<file path="config.mk">
export PLATFORM = sky130hd
export DESIGN_NAME = linker_script_tokenizer_unit
export DESIGN_NICKNAME = d
export VERILOG_FILES = /design/src/lst_pkg.sv /design/src/lst_word_mem.sv /design/src/lst_number.sv /design/src/linker_script_tokenizer_unit.sv
export SDC_FILE = /design/constraint.sdc
export NUM_CORES = 1
export LEC_CHECK = 0
export BUFFER_PORTS_ARGS = -buffer_cell sky130_fd_sc_hd__buf_2
export CAP_MARGIN = 15
export CORE_MARGIN = 2
export CORE_UTILIZATION = 30
export CTS_CLUSTER_DIAMETER = 50
export DETAILED_ROUTE_END_ITERATION = 8
export SYNTH_ARGS = -nofsm -noshare
export SYNTH_HDL_FRONTEND = slang
export SYNTH_SLANG_ARGS = --single-unit
</file>
<file path="constraint.sdc">
create_clock -name clk -period 14.6 [get_ports clk]
set_input_delay 2.19 -clock clk [delete_from_list [all_inputs] [get_ports clk]]
set_output_delay 2.19 -clock clk [all_outputs]
set_load 0.05 [all_outputs]
</file>
<file path="src/lst_pkg.sv">
`default_nettype none
package lst_pkg;

    localparam logic [4:0] KIND_END     = 5'd0;
    localparam logic [4:0] KIND_STRING  = 5'd1;
    localparam logic [4:0] KIND_INT     = 5'd2;
    localparam logic [4:0] KIND_KW_BASE = 5'd3;
    localparam logic [4:0] KIND_OP_BASE = 5'd14;

    localparam int          NUM_KW  = 11;
    localparam int          KW_MAXL = 13;
    localparam logic [62:0] VAL_MAX = {63{1'b1}};
    localparam logic [23:0] LINE_MAX = {24{1'b1}};

    typedef struct packed {
        logic [7:0] char_byte;
        logic       end_of_input;
    } in_item_t;

    typedef struct packed {
        logic [4:0]  kind;
        logic [62:0] int_value;
        logic [7:0]  text_byte;
        logic [4:0]  text_pos;
        logic        last;
        logic [23:0] line_number;
        logic        truncated;
    } out_item_t;

    typedef enum logic [2:0] {
        PH_FIRST = 3'd0,
        PH_ZERO  = 3'd1,
        PH_ZEROX = 3'd2,
        PH_HEX   = 3'd3,
        PH_DEC   = 3'd4,
        PH_OCT   = 3'd5,
        PH_TEXT  = 3'd6
    } phase_t;

    typedef enum logic [1:0] {
        ST_IDLE = 2'd0,
        ST_RD   = 2'd1,
        ST_WR   = 2'd2,
        ST_TAIL = 2'd3
    } state_t;

    // Keyword text, right justified, first character in the high byte
    function automatic logic [KW_MAXL*8-1:0] kw_text(input int idx);
        logic [KW_MAXL*8-1:0] t;
        begin
            case (idx)
                0:       t = "SECTIONS";
                1:       t = "ENTRY";
                2:       t = "PHDRS";
                3:       t = "TARGET";
                4:       t = "ALIGN";
                5:       t = "BLOCK";
                6:       t = {"OUTPUT_", "FORMAT"};
                7:       t = "OUTPUT";
                8:       t = "FILEHDR";
                9:       t = "AT";
                10:      t = "FLAGS";
                default: t = '0;
            endcase
            return t;
        end
    endfunction

    function automatic logic [3:0] kw_len(input int idx);
        logic [3:0] l;
        begin
            case (idx)
                0:       l = 4'd8;
                1:       l = 4'd5;
                2:       l = 4'd5;
                3:       l = 4'd6;
                4:       l = 4'd5;
                5:       l = 4'd5;
                6:       l = 4'd13;
                7:       l = 4'd6;
                8:       l = 4'd7;
                9:       l = 4'd2;
                10:      l = 4'd5;
                default: l = 4'd0;
            endcase
            return l;
        end
    endfunction

    // Character of keyword idx at position pos, zero beyond its end
    function automatic logic [7:0] kw_char(input int idx, input int pos);
        logic [KW_MAXL*8-1:0] t;
        int l;
        begin
            t = kw_text(idx);
            l = int'(kw_len(idx));
            if (pos >= l || pos < 0)
                return 8'd0;
            return t[(l-1-pos)*8 +: 8];
        end
    endfunction

endpackage
`default_nettype wire

</file>
<file path="src/lst_word_mem.sv">
`default_nettype none
module lst_word_mem #(
    parameter int DEPTH = 32,
    parameter int AW    = 5
) (
    input  wire logic          clk,
    input  wire logic          wr_en,
    input  wire logic [AW-1:0] wr_addr,
    input  wire logic [7:0]    wr_data,
    input  wire logic          rd_en,
    input  wire logic [AW-1:0] rd_addr,
    output logic      [7:0]    rd_data
);

    logic [7:0] mem [DEPTH];

    // Write port
    always_ff @(posedge clk)
    begin
        if (wr_en)
            mem[wr_addr] <= wr_data;
    end

    // Registered read port
    always_ff @(posedge clk)
    begin
        if (rd_en)
            rd_data <= mem[rd_addr];
    end

endmodule
`default_nettype wire

</file>
<file path="src/lst_number.sv">
`default_nettype none
module lst_number (
    input  wire logic        clk,
    input  wire logic        rst_n,
    input  wire logic        en,
    input  wire logic        start,
    input  wire logic [7:0]  c,
    output logic             is_num,
    output logic [62:0]      value
);

    lst_pkg::phase_t phase_reg, phase_next, ph;
    logic [62:0] acc_reg, acc_next, acc;
    logic        stop_reg, stop_next, stp;
    logic [7:0]  sc_reg, sc_next, sc;
    logic [4:0]  d;
    logic [4:0]  radix;
    logic [66:0] prod;
    logic [66:0] sum;
    logic [62:0] mac;
    logic        is_dig;

    // Digit value, 16 when not a hex digit
    always_comb
    begin
        d = 5'd16;
        if (c >= "0" && c <= "9")
            d = 5'(c - "0");
        else if (c >= "a" && c <= "f")
            d = 5'(c - "a" + 8'd10);
        else if (c >= "A" && c <= "F")
            d = 5'(c - "A" + 8'd10);
        is_dig = (c >= "0" && c <= "9");
    end

    // Current view: a new word starts from cleared state
    always_comb
    begin
        ph  = start ? lst_pkg::PH_FIRST : phase_reg;
        acc = start ? 63'd0 : acc_reg;
        stp = start ? 1'b0 : stop_reg;
        sc  = start ? 8'd0 : sc_reg;
    end

    // Multiply by radix with shifts, add digit, saturate
    always_comb
    begin
        case (ph)
            lst_pkg::PH_HEX: radix = 5'd16;
            lst_pkg::PH_OCT: radix = 5'd8;
            default:         radix = 5'd10;
        endcase
        case (ph)
            lst_pkg::PH_HEX: prod = {acc, 4'b0};
            lst_pkg::PH_OCT: prod = {1'b0, acc, 3'b0};
            default:         prod = {1'b0, acc, 3'b0} + {3'b0, acc, 1'b0};
        endcase
        sum = prod + 67'(d);
        mac = (sum > 67'(lst_pkg::VAL_MAX)) ? lst_pkg::VAL_MAX : sum[62:0];
    end

    // Advance the radix state machine one byte
    always_comb
    begin
        phase_next = phase_reg;
        acc_next   = acc_reg;
        stop_next  = stop_reg;
        sc_next    = sc_reg;
        if (en)
        begin
            phase_next = ph;
            acc_next   = acc;
            stop_next  = stp;
            sc_next    = sc;
            if (!stp)
            begin
                case (ph)
                    lst_pkg::PH_FIRST:
                    begin
                        if (is_dig)
                        begin
                            phase_next = (c == "0") ? lst_pkg::PH_ZERO : lst_pkg::PH_DEC;
                            acc_next   = 63'(d);
                        end
                        else
                            phase_next = lst_pkg::PH_TEXT;
                    end
                    lst_pkg::PH_ZERO:
                    begin
                        if (c == "x" || c == "X")
                        begin
                            phase_next = lst_pkg::PH_ZEROX;
                            sc_next    = c;
                        end
                        else if (d < 5'd8)
                        begin
                            phase_next = lst_pkg::PH_OCT;
                            acc_next   = 63'(d);
                        end
                        else
                        begin
                            stop_next = 1'b1;
                            sc_next   = c;
                        end
                    end
                    lst_pkg::PH_ZEROX:
                    begin
                        if (d < 5'd16)
                        begin
                            phase_next = lst_pkg::PH_HEX;
                            acc_next   = 63'(d);
                        end
                        else
                            stop_next = 1'b1;
                    end
                    lst_pkg::PH_HEX, lst_pkg::PH_DEC, lst_pkg::PH_OCT:
                    begin
                        if (d < radix)
                            acc_next = mac;
                        else
                        begin
                            stop_next = 1'b1;
                            sc_next   = c;
                        end
                    end
                    default:
                    begin
                        phase_next = ph;
                    end
                endcase
            end
        end
    end

    always_ff @(posedge clk or negedge rst_n)
    begin
        if (!rst_n)
        begin
            phase_reg <= lst_pkg::PH_FIRST;
            acc_reg   <= '0;
            stop_reg  <= 1'b0;
            sc_reg    <= '0;
        end
        else
        begin
            phase_reg <= phase_next;
            acc_reg   <= acc_next;
            stop_reg  <= stop_next;
            sc_reg    <= sc_next;
        end
    end

    // Scale by K or M suffix, saturating
    always_comb
    begin
        is_num = (phase_reg >= lst_pkg::PH_ZERO) && (phase_reg <= lst_pkg::PH_OCT);
        value  = acc_reg;
        if (stop_reg && sc_reg == "K")
            value = (acc_reg[62:53] != '0) ? lst_pkg::VAL_MAX : {acc_reg[52:0], 10'b0};
        else if (stop_reg && sc_reg == "M")
            value = (acc_reg[62:43] != '0) ? lst_pkg::VAL_MAX : {acc_reg[42:0], 20'b0};
    end

endmodule
`default_nettype wire

</file>
<file path="src/linker_script_tokenizer_unit.sv">
`default_nettype none
// Linker-script tokenizer: takes one script byte per transaction and emits the
// tokens it completes. Word bytes are written into a MAX_WORD-byte buffer RAM
// while integer parsing and keyword matching run alongside. A byte that yields
// at most one token is taken whenever the output register is free; a word
// closed by an operator or end of input holds input off while that second
// token is loaded. A string token is read back from the buffer RAM one byte
// at a time (read, then load the output), and input is held off until all of
// its bytes and any following operator or end token are loaded. Stalls on the
// result side add to all of these.
module linker_script_tokenizer_unit #(
    parameter int MAX_WORD = 32
) (
    input  wire logic              clk,
    input  wire logic              rst_n,
    input  wire logic              in_valid,
    output logic                   in_ready,
    input  wire lst_pkg::in_item_t in_data,
    output logic                   out_valid,
    input  wire logic              out_ready,
    output lst_pkg::out_item_t     out_data
);

    localparam int LEN_W = $clog2(MAX_WORD + 1);
    localparam int IDX_W = $clog2(MAX_WORD);

    lst_pkg::state_t    state_reg, state_next;
    logic               out_valid_reg, out_valid_next;
    lst_pkg::out_item_t out_reg, out_next;
    logic [23:0]        line_reg, line_next;
    logic [23:0]        tok_line_reg, tok_line_next;
    logic               in_word_reg, in_word_next;
    logic [LEN_W-1:0]   len_reg, len_next;
    logic               ovf_reg, ovf_next;
    logic [lst_pkg::NUM_KW-1:0] kwm_reg, kwm_next;
    logic [IDX_W-1:0]   rd_idx_reg, rd_idx_next;
    logic               tail_reg, tail_next;
    logic [4:0]         tail_kind_reg, tail_kind_next;

    logic               accept, slot_free;
    logic               is_blank, is_nl, is_op, is_sep, is_word_byte;
    logic [4:0]         op_kind;
    logic [4:0]         kw_kind;
    logic               kw_hit;
    logic               start;
    logic [LEN_W-1:0]   pos;
    logic               wr_en, rd_en;
    logic [7:0]         rd_data;
    logic               num_is;
    logic [62:0]        num_val;
    lst_pkg::out_item_t word_tok, tail_tok, str_tok;

    assign slot_free = !out_valid_reg || out_ready;
    assign in_ready  = (state_reg == lst_pkg::ST_IDLE) && slot_free;
    assign accept    = in_valid && in_ready;
    assign out_valid = out_valid_reg;
    assign out_data  = out_reg;

    // Classify the incoming byte
    always_comb
    begin
        is_blank = (in_data.char_byte == " ") || (in_data.char_byte == 8'h09);
        is_nl    = !in_data.end_of_input && (in_data.char_byte == 8'h0A);
        is_op    = 1'b1;
        case (in_data.char_byte)
            "{":      op_kind = lst_pkg::KIND_OP_BASE;
            "}":      op_kind = lst_pkg::KIND_OP_BASE + 5'd1;
            "(":      op_kind = lst_pkg::KIND_OP_BASE + 5'd2;
            ")":      op_kind = lst_pkg::KIND_OP_BASE + 5'd3;
            "=":      op_kind = lst_pkg::KIND_OP_BASE + 5'd4;
            ";":      op_kind = lst_pkg::KIND_OP_BASE + 5'd5;
            ":":      op_kind = lst_pkg::KIND_OP_BASE + 5'd6;
            "+":      op_kind = lst_pkg::KIND_OP_BASE + 5'd7;
            "-":      op_kind = lst_pkg::KIND_OP_BASE + 5'd8;
            default:
            begin
                op_kind = lst_pkg::KIND_END;
                is_op   = 1'b0;
            end
        endcase
        if (in_data.end_of_input)
            is_op = 1'b0;
        is_sep       = in_data.end_of_input || is_blank || is_nl || is_op;
        is_word_byte = !is_sep;
    end

    // Word byte bookkeeping
    assign start = !in_word_reg;
    assign pos   = start ? '0 : len_reg;
    assign wr_en = accept && is_word_byte && (pos < LEN_W'(MAX_WORD));

    // Narrow keyword candidates by position
    always_comb
    begin
        for (int i = 0; i < lst_pkg::NUM_KW; i++)
            kwm_next[i] = kwm_reg[i];
        if (accept && is_word_byte)
        begin
            for (int i = 0; i < lst_pkg::NUM_KW; i++)
                kwm_next[i] = (start || kwm_reg[i])
                    && (int'(pos) < int'(lst_pkg::kw_len(i)))
                    && (in_data.char_byte == lst_pkg::kw_char(i, int'(pos)));
        end
    end

    // Pick the matching keyword of the right length
    always_comb
    begin
        kw_hit  = 1'b0;
        kw_kind = lst_pkg::KIND_END;
        for (int i = lst_pkg::NUM_KW - 1; i >= 0; i--)
        begin
            if (kwm_reg[i] && (len_reg == LEN_W'(lst_pkg::kw_len(i))))
            begin
                kw_hit  = 1'b1;
                kw_kind = lst_pkg::KIND_KW_BASE + 5'(i);
            end
        end
        if (ovf_reg)
            kw_hit = 1'b0;
    end

    lst_word_mem #(
        .DEPTH (MAX_WORD),
        .AW    (IDX_W)
    ) u_mem (
        .clk     (clk),
        .wr_en   (wr_en),
        .wr_addr (IDX_W'(pos)),
        .wr_data (in_data.char_byte),
        .rd_en   (rd_en),
        .rd_addr (rd_idx_reg),
        .rd_data (rd_data)
    );

    lst_number u_num (
        .clk    (clk),
        .rst_n  (rst_n),
        .en     (accept && is_word_byte),
        .start  (start),
        .c      (in_data.char_byte),
        .is_num (num_is),
        .value  (num_val)
    );

    // Assemble candidate result items
    always_comb
    begin
        word_tok             = '0;
        word_tok.last        = 1'b1;
        word_tok.line_number = line_reg;
        if (num_is)
        begin
            word_tok.kind      = lst_pkg::KIND_INT;
            word_tok.int_value = num_val;
            word_tok.truncated = ovf_reg;
        end
        else
            word_tok.kind = kw_kind;

        tail_tok             = '0;
        tail_tok.last        = 1'b1;
        tail_tok.kind        = tail_kind_reg;
        tail_tok.line_number = tok_line_reg;

        str_tok              = '0;
        str_tok.kind         = lst_pkg::KIND_STRING;
        str_tok.text_byte    = rd_data;
        str_tok.text_pos     = 5'(rd_idx_reg);
        str_tok.last         = (LEN_W'(rd_idx_reg) + LEN_W'(1)) == len_reg;
        str_tok.line_number  = tok_line_reg;
        str_tok.truncated    = ovf_reg;
    end

    // Next state and output register load
    always_comb
    begin
        state_next     = state_reg;
        out_valid_next = out_valid_reg && !out_ready;
        out_next       = out_reg;
        line_next      = line_reg;
        tok_line_next  = tok_line_reg;
        in_word_next   = in_word_reg;
        len_next       = len_reg;
        ovf_next       = ovf_reg;
        rd_idx_next    = rd_idx_reg;
        tail_next      = tail_reg;
        tail_kind_next = tail_kind_reg;
        rd_en          = 1'b0;

        case (state_reg)
            lst_pkg::ST_IDLE:
            begin
                if (accept)
                begin
                    if (is_word_byte)
                    begin
                        in_word_next = 1'b1;
                        if (pos < LEN_W'(MAX_WORD))
                        begin
                            len_next = pos + LEN_W'(1);
                            ovf_next = start ? 1'b0 : ovf_reg;
                        end
                        else
                            ovf_next = 1'b1;
                    end
                    else
                    begin
                        tok_line_next  = line_reg;
                        tail_next      = in_data.end_of_input || is_op;
                        tail_kind_next = in_data.end_of_input ? lst_pkg::KIND_END : op_kind;
                        if (is_nl && line_reg != lst_pkg::LINE_MAX)
                            line_next = line_reg + 24'd1;
                        in_word_next = 1'b0;
                        if (in_word_reg && !num_is && !kw_hit)
                        begin
                            // Drain the string from the buffer
                            rd_idx_next = '0;
                            state_next  = lst_pkg::ST_RD;
                        end
                        else if (in_word_reg)
                        begin
                            out_valid_next = 1'b1;
                            out_next       = word_tok;
                            if (in_data.end_of_input || is_op)
                                state_next = lst_pkg::ST_TAIL;
                        end
                        else if (in_data.end_of_input || is_op)
                        begin
                            out_valid_next       = 1'b1;
                            out_next             = '0;
                            out_next.last        = 1'b1;
                            out_next.line_number = line_reg;
                            out_next.kind = in_data.end_of_input ? lst_pkg::KIND_END : op_kind;
                        end
                    end
                end
            end
            lst_pkg::ST_RD:
            begin
                rd_en      = 1'b1;
                state_next = lst_pkg::ST_WR;
            end
            lst_pkg::ST_WR:
            begin
                if (slot_free)
                begin
                    out_valid_next = 1'b1;
                    out_next       = str_tok;
                    if (str_tok.last)
                        state_next = tail_reg ? lst_pkg::ST_TAIL : lst_pkg::ST_IDLE;
                    else
                    begin
                        rd_idx_next = rd_idx_reg + IDX_W'(1);
                        state_next  = lst_pkg::ST_RD;
                    end
                end
            end
            lst_pkg::ST_TAIL:
            begin
                if (slot_free)
                begin
                    out_valid_next = 1'b1;
                    out_next       = tail_tok;
                    state_next     = lst_pkg::ST_IDLE;
                end
            end
            default:
            begin
                state_next = lst_pkg::ST_IDLE;
            end
        endcase
    end

    // Control state
    always_ff @(posedge clk or negedge rst_n)
    begin
        if (!rst_n)
        begin
            state_reg     <= lst_pkg::ST_IDLE;
            out_valid_reg <= 1'b0;
            line_reg      <= '0;
            in_word_reg   <= 1'b0;
            len_reg       <= '0;
            ovf_reg       <= 1'b0;
            kwm_reg       <= '0;
            rd_idx_reg    <= '0;
            tail_reg      <= 1'b0;
        end
        else
        begin
            state_reg     <= state_next;
            out_valid_reg <= out_valid_next;
            line_reg      <= line_next;
            in_word_reg   <= in_word_next;
            len_reg       <= len_next;
            ovf_reg       <= ovf_next;
            kwm_reg       <= kwm_next;
            rd_idx_reg    <= rd_idx_next;
            tail_reg      <= tail_next;
        end
    end

    // Payload registers
    always_ff @(posedge clk)
    begin
        out_reg       <= out_next;
        tok_line_reg  <= tok_line_next;
        tail_kind_reg <= tail_kind_next;
    end

`ifndef SYNTH
    a_busy_blocks_input: assert property (@(posedge clk) disable iff (!rst_n)
        state_reg != lst_pkg::ST_IDLE |-> !in_ready)
        else $error("input taken while draining a word");

    a_drain_in_range: assert property (@(posedge clk) disable iff (!rst_n)
        state_reg == lst_pkg::ST_RD |-> (LEN_W'(rd_idx_reg) < len_reg))
        else $error("string drain index past word length");

    a_read_before_load: assert property (@(posedge clk) disable iff (!rst_n)
        state_reg == lst_pkg::ST_WR |-> $past(state_reg) == lst_pkg::ST_RD
            || $past(state_reg) == lst_pkg::ST_WR)
        else $error("string byte loaded without a buffer read");

    a_out_hold: assert property (@(posedge clk) disable iff (!rst_n)
        out_valid && !out_ready |=> out_valid && $stable(out_data))
        else $error("result dropped or changed while stalled");
`endif

endmodule
`default_nettype wire

</file>
# ---- After elaboration in Yosys (flattened, before gate mapping)
# Memories as Yosys holds them, arrays and structs flattened. A register that Yosys moved wholly into a read port is not among the register bits.
# Cells that the tools add are included.
dict set report word_totals {
  reg_bits 263
  ram_bits 256
  word_cells 392
  n_memories 1
}
# memory depth width read_ports rd_ports_with_merged_regs write_ports line
set memory_table {}
lappend memory_table {u_mem.mem 32 8 1 1 1 lst_word_mem.sv:15} ;# logic [7:0] mem [DEPTH];
dict set report op_classes {
  addsub 23
  order_cmp 25
  n_eq_ne 55
  shift 11
  n_mux 164
  bitwise_logic 1
  reduce_logical 90
}
# op count
set op_table {}
lappend op_table {{$mux W104} 11}
lappend op_table {{$shiftx A104 B11 Y8} 11}
lappend op_table {{$mux W63} 13}
lappend op_table {{$mux W107} 7}
lappend op_table {{$pmux W107 S3} 1}
lappend op_table {{$mux W8} 33}
lappend op_table {{$pmux W63 S4} 1}
lappend op_table {{$pmux W67 S2} 1}
lappend op_table {{$mux W5} 20}
lappend op_table {{$eq A8 B8 Y1} 11}
lappend op_table {{$eq A8 B6 Y1 const B} 9}
lappend op_table {{$add A66 B64 Y67} 1}
lappend op_table {{$add A67 B5 Y67} 1}
lappend op_table {{$gt A67 B63 Y1 const B} 1}
lappend op_table {{$eq A8 B7 Y1 const B} 6}
lappend op_table {{$logic_and A1 B1 Y1} 48}
lappend op_table {{$sub A5 B7 Y8} 6}
lappend op_table {{$mux W1} 45}
lappend op_table {{$pmux W5 S9} 1}
lappend op_table {{$ge A6 B4 Y1} 6}
lappend op_table {{$lt A6 B4 Y1} 6}
lappend op_table {{$sub A4 B1 Y5 const B} 6}
lappend op_table {{$mux W4} 7}
lappend op_table {{$add A24 B1 Y24 const B} 1}
lappend op_table {{other kinds (57)} 116}

# ---- Longest topological paths before layout
# Gate-level depths: netlist (run 1).
dict set report depth {
  word_depth 20
  depth_mapped 38
  depth_no_buf 24
}

# ---- Hierarchy
# From an unflattened synthesis (run 1), not the netlist that was laid out.
dict set report hier_totals {
  hier_cells 3587
  hier_area_um2 34752.1
}
# mod n_inst cells_per_inst area_per_inst_um2 seq_area_each_um2
set modules_own_cells {}
lappend modules_own_cells {lst_number 1 2181 14182.4 1876.8}
lappend modules_own_cells {linker_script_tokenizer_unit 1 989 10436.3 5385.2}
lappend modules_own_cells {lst_word_mem 1 417 10133.5 7927.6}

# ---- Worst setup path after synthesis (run 1)
# OpenSTA, ideal clock, no wires.
dict set report synth_path {
  path_kind {input -> register}
  startpoint {input port in_data[2] (netlist bit)}
  endpoint {register out_reg, in the netlist out_data[0], enable pin}
  setup_time_ns 0.574
  arrival_ns 8.830
  required_time_ns 14.026
  slack_ns 5.197
  stages 16
  n_path_buf 2
  path_cell_list {clkbuf_1 > inv_1 > clkbuf_1 > ha_1 > nand2_1 > nand2_1 > nand2_1 > o21ai_0 > o211a_1 > or3b_2 > a21oi_1 > nor2_1 > o21ai_0 > nor3b_1 > nor2_1 > nor2_1}
}
dict set report synth_via {
  elab_chain_len 7
}
# item line
set synth_rtl {}
lappend synth_rtl {{start: declaration} linker_script_tokenizer_unit.sv:18} ;# input wire lst_pkg::in_item_t in_data,
lappend synth_rtl {{$eq A8 B6 Y1, or another cell as far along} linker_script_tokenizer_unit.sv:65} ;# case (in_data.char_byte)
lappend synth_rtl {{$reduce_or A9 Y1 (no source line) / $logic_or A1 B1 Y1 (equally long branches)} n/a}
lappend synth_rtl {{$mux W1 / $logic_or A1 B1 Y1 (equally long branches)} {linker_script_tokenizer_unit.sv:65, linker_script_tokenizer_unit.sv:83}}
lappend synth_rtl {{$mux W1 / $logic_or A1 B1 Y1 (equally long branches)} {linker_script_tokenizer_unit.sv:81, linker_script_tokenizer_unit.sv:83}}
lappend synth_rtl {{$logic_or A1 B1 Y1, on equally long branches} {linker_script_tokenizer_unit.sv:228, linker_script_tokenizer_unit.sv:83}}
lappend synth_rtl {{$ne A3 B2 Y1 (no source line) / $ne A2 B2 Y1 (equally long branches)} n/a}
lappend synth_rtl {{$reduce_and A7 Y1 (no source line) *} n/a}
lappend synth_rtl {{end signal: assignment} linker_script_tokenizer_unit.sv:307} ;# out_reg <= out_next;
lappend synth_rtl {{end: declaration} linker_script_tokenizer_unit.sv:29} ;# lst_pkg::out_item_t out_reg, out_next;
# Mark *: on every way between the ends. The rest lies on a longest branch, timed or not.
# A chain may end at the register's enable or synchronous reset.

# ---- Worst setup path in the final report (run 1)
dict set report layout_path {
  startpoint {input port in_data[1] (netlist bit)}
  endpoint {register u_num.acc_reg[60]}
}
dict set report layout_via {
  elab_chain_len 11
}
# item line
set layout_rtl {}
lappend layout_rtl {{$sub A5 B1 Y5, or another cell as far along} {lst_number.sv:30, lst_number.sv:32}}
lappend layout_rtl {{$add A5 B4 Y5 / $logic_and A1 B1 Y1 (equally long branches)} {lst_number.sv:30, lst_number.sv:32, lst_number.sv:31}}
lappend layout_rtl {{$mux W5} lst_number.sv:31} ;# else if (c >= "A" && c <= "F")
lappend layout_rtl {{$mux W5} lst_number.sv:29} ;# else if (c >= "a" && c <= "f")
lappend layout_rtl {{$mux W5} lst_number.sv:27} ;# if (c >= "0" && c <= "9")
lappend layout_rtl {{$add A67 B5 Y67} lst_number.sv:58} ;# sum = prod + 67'(d);
lappend layout_rtl {{$gt A67 B63 Y1} lst_number.sv:59} ;# mac = (sum > 67'(lst_pkg::VAL_MAX)) ? lst_pkg::VAL_MAX : sum[62:0];
lappend layout_rtl {{$mux W63} lst_number.sv:59}
lappend layout_rtl {{$mux W63} lst_number.sv:118} ;# if (d < radix)
lappend layout_rtl {{$pmux W63 S4} lst_number.sv:77} ;# case (ph)
lappend layout_rtl {{$mux W63} lst_number.sv:75} ;# if (!stp)
lappend layout_rtl {{end signal: assignment} lst_number.sv:147} ;# acc_reg <= acc_next;
lappend layout_rtl {{end: declaration} lst_number.sv:13} ;# logic [62:0] acc_reg, acc_next, acc;
# Several ways; a longest one is shown, not always the timed one.

==> results of run 1 <==
-- worst register-to-register path, stage by stage (launching register included) --
cell	delay, ns
dfrtp_4	0.64
buf_4	0.42
nand2_1	0.25
inv_1	0.14
ha_1	0.28
ha_1	0.29
o21ai_0	0.11
o21a_1	0.23
o211ai_1	0.31
a21oi_1	0.13
buf_4	0.19
o41a_1	0.63
mux2i_1	0.74
nand4bb_1	0.31
or2_2	0.39
nor4b_1	0.68
nand4_1	0.18
or4_1	0.56
a22oi_2	0.24
and2_2	0.89
nand3_1	0.17
a311o_1	0.40
-- report_power, final --
group	internal [mW]	switching [mW]
Sequential	1.83	0.285
Combinational	0.706	1.71
Clock	0.769	0.637
-- synthesized netlist by cell type (all sizes together), types with 20 or more instances --
cell / instances / share of area
a211oi: 54 / 0.012
a21o: 38 / 0.0082
a21oi: 237 / 0.034
a22o: 35 / 0.0088
a22oi: 61 / 0.013
a31oi: 41 / 0.0074
and2: 63 / 0.011
and3: 38 / 0.0068
buf: 81 / 0.012
clkbuf: 219 / 0.024
dfrtp: 127 / 0.092
edfxtp: 400 / 0.35
ha: 41 / 0.015
inv: 45 / 0.0049
mux2: 39 / 0.013
mux2i: 25 / 0.0072
mux4: 80 / 0.052
nand2: 330 / 0.036
nand2b: 25 / 0.0045
nand3: 123 / 0.018
nand4: 46 / 0.0083
nor2: 274 / 0.030
nor3: 78 / 0.011
nor4: 49 / 0.0088
o211ai: 34 / 0.0074
o21a: 22 / 0.0048
o21ai: 321 / 0.046
o22a: 20 / 0.0050
o22ai: 38 / 0.0068
o31ai: 22 / 0.0048
or2: 24 / 0.0043
or3: 68 / 0.012
xnor2: 104 / 0.026
xor2: 93 / 0.024
-- stage by stage --
stage               total power, mW  instance area, sq um
finish                         5.94                 38400
global route                   6.20                 38400
CTS                            5.90                 38400
detailed placement             4.49                 36600
global placement               4.48                 36600
floorplan                      3.77                 34700
-- worst max path at each step --
stage	endpoint	slack, ns	cells after the start
floorplan	out_data[0]	5.20	16
global placement	u_num.acc_reg[60]	4.95	25
detailed placement	u_num.acc_reg[60]	4.79	25
CTS	u_num.acc_reg[60]	5.45	25
global route	u_num.acc_reg[60]	4.56	25
finish	u_num.acc_reg[60]	5.23	25
-- logic make-up after synthesis --
family                     after synthesis
xor gates and xnor gates               197
and+or+nand+nor                       1220
buffers and inverters                  348
muxes                                  144
AOI/OAI and AO/OA                     1108
adders and majority gates               50
DFF                                    527
-- layout make-up --
class,instances,area share
tap,1512,0.0493
timing repair buffer,192,0.0301
clock buffer,64,0.0373
sequential,527,0.396
antenna,1,0.0000652
clock inverter,39,0.00942
inverter,48,0.00469
multi-input combinational,2719,0.473
-- per-layer routing --
layer  share of wire  vias up  routed length, um  GRT usage
li1                -    13600                  -          -
met1            0.44    15000              54100      0.292
met2            0.43     1580              52800      0.301
met3           0.090      253              11100     0.0316
met4           0.036        4               4360     0.0662
met5         0.00020        -                 25          0
==> results.cfg, run 1 <==
[worst_setup_path]
worst_ep_required_time_ns = 15.10
reg2reg_slack_ns = 6.31
path_class = in2reg
crit_path_start = in_data[1]
crit-reg2reg-launch = in_word_reg
max_stage_delay_ns = 0.93
cpMostUsedCell = nor3_1
ff2ff_path_depth = 21
crit_path_end_kind = register
start_kind = input port
critPathTopFamily = simple AND/OR/NAND/NOR gates
cp.buffers_inverters = 4
reg2reg_to = u_num.acc_reg[60]
arrival_ns = 9.86
slowest_stage = and2_2
crit_fanout = 54

[cts]
ctsHoldBuffers = 0
cts_tree = built
cts_setup_buffers = 0
htree_levels = 2
cts.sinks = 527
cts_buffers = 56
ctsResizeCount = 0
clk_latency_ns = 0.65
clk_pin_slew_worst_paths_ns = 0.06
cts_buffer_depth = 3
ctsRootBufferMaster = clkbuf_16

[timing]
setup_viol = 0
min_period_ns = 9.37
finClkSkew_ns = 0.0441
holdWs_ns = 0.485
final-hold-violation-count = 0
worst_slack_ns = 5.23
grt_setup_unrepaired = false
drv_slew = 0
worstMarginPinSlew_ns = 1.12
slew_headroom = 0.245
fin_crit_sh = 0.641
timing.fmax_ghz = 0.107
tns_ns = 0

[logic_synthesis]
synth_fp_nets = 3649
synthFlopType = edfxtp_1
synth-edff-count = 400
synth-adder-area-share = 0.0177
synth_top_family_by_area = compound AO/OA/AOI/OAI gates
synth_mux_area_frac = 0.0718
synth_xor_area_frac = 0.0501
yosys_warnings = 0
avgSynthCellArea_sq_um = 9.66
syn_area_sq_um = 34700
ys_ff_latch = 527
synth_seq_area_share = 0.438
synth_compound_area_frac = 0.207
synthCells = 3594
synthArstFlopShare = 0.241
ys_types = 94
synth-simple-area-share = 0.175

[placed_design]
io_buffers = 121
place_ws_ns = 4.79
place_congestion = 0.981
dp_hpwl_mm = 85.9
placed_cells = 4997

[finish]
nets = 3599
fill_cells = 11600
final_cells = 5102
multiInputGateArea_sq_um = 18200
final_common_cell = edfxtp_1
utilization = 0.335
layout_common_cells = 400 x edfxtp_1, 329 x nand2_1, 314 x o21ai_0
area_growth_pct = 10.6
ff_latch_area_sq_um = 15200
drive_above_1_share = 0.128
largest_register_ffs = 256

[routing]
drt_first_pass_iters = 6
wirelength_mm = 122
via_count = 30400
routedWlPerCell_um = 24.0
drt_iter0_drc = 3725
drc = 0
viasPerCell = 5.97
ant_nets = 0

[floorplanning]
chipWidth_um = 344
io_pins = 122
core_area_sq_um = 115000
initial_utilization = 0.303
die_area_sq_um = 118000
die_h_um = 344
rows = 124

[hold_path]
min_to = kwm_reg[0]
min_path_type = reg2reg
hp-start = kwm_reg[0]
hold_depth = 2

[power_and_ir_drop]
vdd_drop_max_uv = 120
leakage_nw = 13.0
p_per_area_nw_per_um2 = 155

[status]
outcome = finished clean

[global_routing]
grt_pass1_wl_mm = 183
antenna_found_initial = 3
grt_overflow_total = 0
track_usage = 0.200
grt_pass1_vias = 27900
grt_max_degree = 177

[flow_run]
cap_violations = 0
Note: power is estimated with default switching activity, not from simulation.
==> run 2: changes to the inputs <==
Clock period 14.6 ns to 9.2 ns, I/O delays scaled along.
==> results.cfg, run 2 (synthesis gave the netlist of run 1 again) <==
[status]
outcome = finished clean

[cts]
clk_pin_slew_worst_paths_ns = 0.07
htree_levels = 2
ctsRootBufferMaster = clkbuf_16
ctsResizeCount = 0
cts_tree = built
ctsHoldBuffers = 0
cts_buffer_depth = 3
cts_setup_buffers = 0
clk_latency_ns = 0.65
cts_buffers = 54
cts.sinks = 527

[flow_run]
cap_violations = 0

[worst_setup_path]
crit_fanout = 45
crit_path_end_kind = register
path_class = in2reg
start_kind = input port
arrival_ns = 8.46
ff2ff_path_depth = 21
worst_ep_required_time_ns = 9.71

[routing]
via_count = 30300
routed-wl-met2_mm = 52.0
routedWlPerCell_um = 23.8
wirelength_mm = 122
viasPerCell = 5.94
wl_met1_mm = 52.5
drt_iter0_drc = 3763
drc = 0
wl_met3_mm = 12.1
ant_nets = 0
top_layer = met5
drt_first_pass_iters = 7

[hold_path]
hold_depth = 2
min_path_type = reg2reg

[floorplanning]
rows = 124
chipWidth_um = 344
die_h_um = 344
die_area_sq_um = 118000
initial_utilization = 0.303
core_area_sq_um = 115000
io_pins = 122

[timing]
holdWs_ns = 0.479
finClkSkew_ns = 0.0327
grt_setup_unrepaired = false
tns_ns = 0
timing.fmax_ghz = 0.126
setup_viol = 0
worstMarginPinSlew_ns = 1.15
slew_headroom = 0.225
min_period_ns = 7.95
fin_crit_sh = 0.864
drv_slew = 0
final-hold-violation-count = 0

[power_and_ir_drop]
clockPowerShare = 0.237
leakage_nw = 13.0
p_per_area_nw_per_um2 = 245
pwr-share-comb = 0.408
internal-power_mw = 5.26
vdd_drop_max_uv = 201
p_sw_frac = 0.441
p_sw_mw = 4.15
power_frac_seq = 0.355

[finish]
drive_above_1_share = 0.129
final_common_cell = edfxtp_1
area_growth_pct = 10.8
nets = 3604
layout_common_cells = 400 x edfxtp_1, 329 x nand2_1, 314 x o21ai_0
final_cells = 5105
largest_register_ffs = 256
fill_cells = 11700

[global_routing]
grt_max_degree = 153
track_usage = 0.198
antenna_found_initial = 6
grt_pass1_wl_mm = 181
grt_overflow_total = 0
grt_pass1_vias = 27800

[placed_design]
placed_cells = 5005
place_congestion = 0.976
dp_hpwl_mm = 86.3
io_buffers = 121
==> run 2: cell types whose count changed in the layout (fill, tap and decap cells not counted), sizes merged <==
cell	before	now
buf	192	199
clkinv	30	22
clkinvlp	1	8
clkbuf	64	61
inv	53	52
bufinv	3	4
==> run 2: power by group through the flow <==
| stage | registers (mW) | logic, mW | clock network [mW] |
|---|---|---|---|
| detailed placement | 3.37 | 3.75 | 0 |
| global route | 3.37 | 4.10 | 2.36 |
| global placement | 3.36 | 3.73 | 0 |
| floorplan | 3.60 | 2.38 | 0 |
| CTS | 3.33 | 3.76 | 2.27 |
| finish | 3.34 | 3.84 | 2.24 |
==> run 2: per-layer routing <==
metal,GRT usage,vias up
li1,-,13600
met1,0.284,14800
met2,0.293,1605
met3,0.0392,289
met4,0.0777,4
met5,0,-
==> run 2: layout make-up <==
class                   count  area (sq um)  share of cell area
clock inverters            38           392              0.0102
repair buffers            199          1230              0.0320
inverters                  48           180             0.00469
well taps                1512          1890              0.0492
diodes                      1          2.50           0.0000651
clock buffers              61          1400              0.0364
flip-flops and latches    527         15200               0.395
multi-input cells        2719         18200               0.472
==> run 2: worst max-delay path: stages <==
cell and delay [ns]:
buf_2 0.18, inv_1 0.26, ha_1 0.34, nor2_1 0.08, o21ai_0 0.20, and4_1 0.41
a22oi_1 0.20, inv_1 0.10, ha_1 0.18, fa_1 0.22, a21o_1 0.13, a21oi_1 0.11
nor3_1 0.27, o211ai_1 0.24, nor3_1 0.37, nand4b_1 0.22, or4_1 0.55, nor3_1 0.45
nor4b_2 0.61, nand4_1 0.20, xor2_1 0.31, and2_2 0.80, buf_4 0.31, a21oi_1 0.08
o22a_1 0.25
==> run 2: metrics by stage <==
stage                util  area [sq um]  setup slack, ns  power, mW
floorplan               -         34700            0.607       5.99
CTS                 0.336         38500             1.37       9.36
global placement    0.320         36600            0.988       7.10
detailed placement  0.320         36700            0.741       7.13
global route        0.336         38500            0.629       9.83
finish              0.336         38500             1.25       9.42
==> run 2: path summary, 6_finish.rpt <==
| path | startpoint | to | slack (ns) |
|---|---|---|---|
| worst max-delay path | in_data[2] | u_num.acc_reg[47] | 1.25 |
| worst min-delay path | u_num.sc_reg[6] | u_num.sc_reg[6] | 0.48 |
| worst max register to register | in_word_reg | u_num.acc_reg[47] | 1.42 |
| worst min register to register | u_num.sc_reg[6] | u_num.sc_reg[6] | 0.48 |
| max in group asynchronous | rst_n | rd_idx_reg[0] | 6.99 |
| min in group asynchronous | rst_n | u_num.acc_reg[36] | 0.82 |
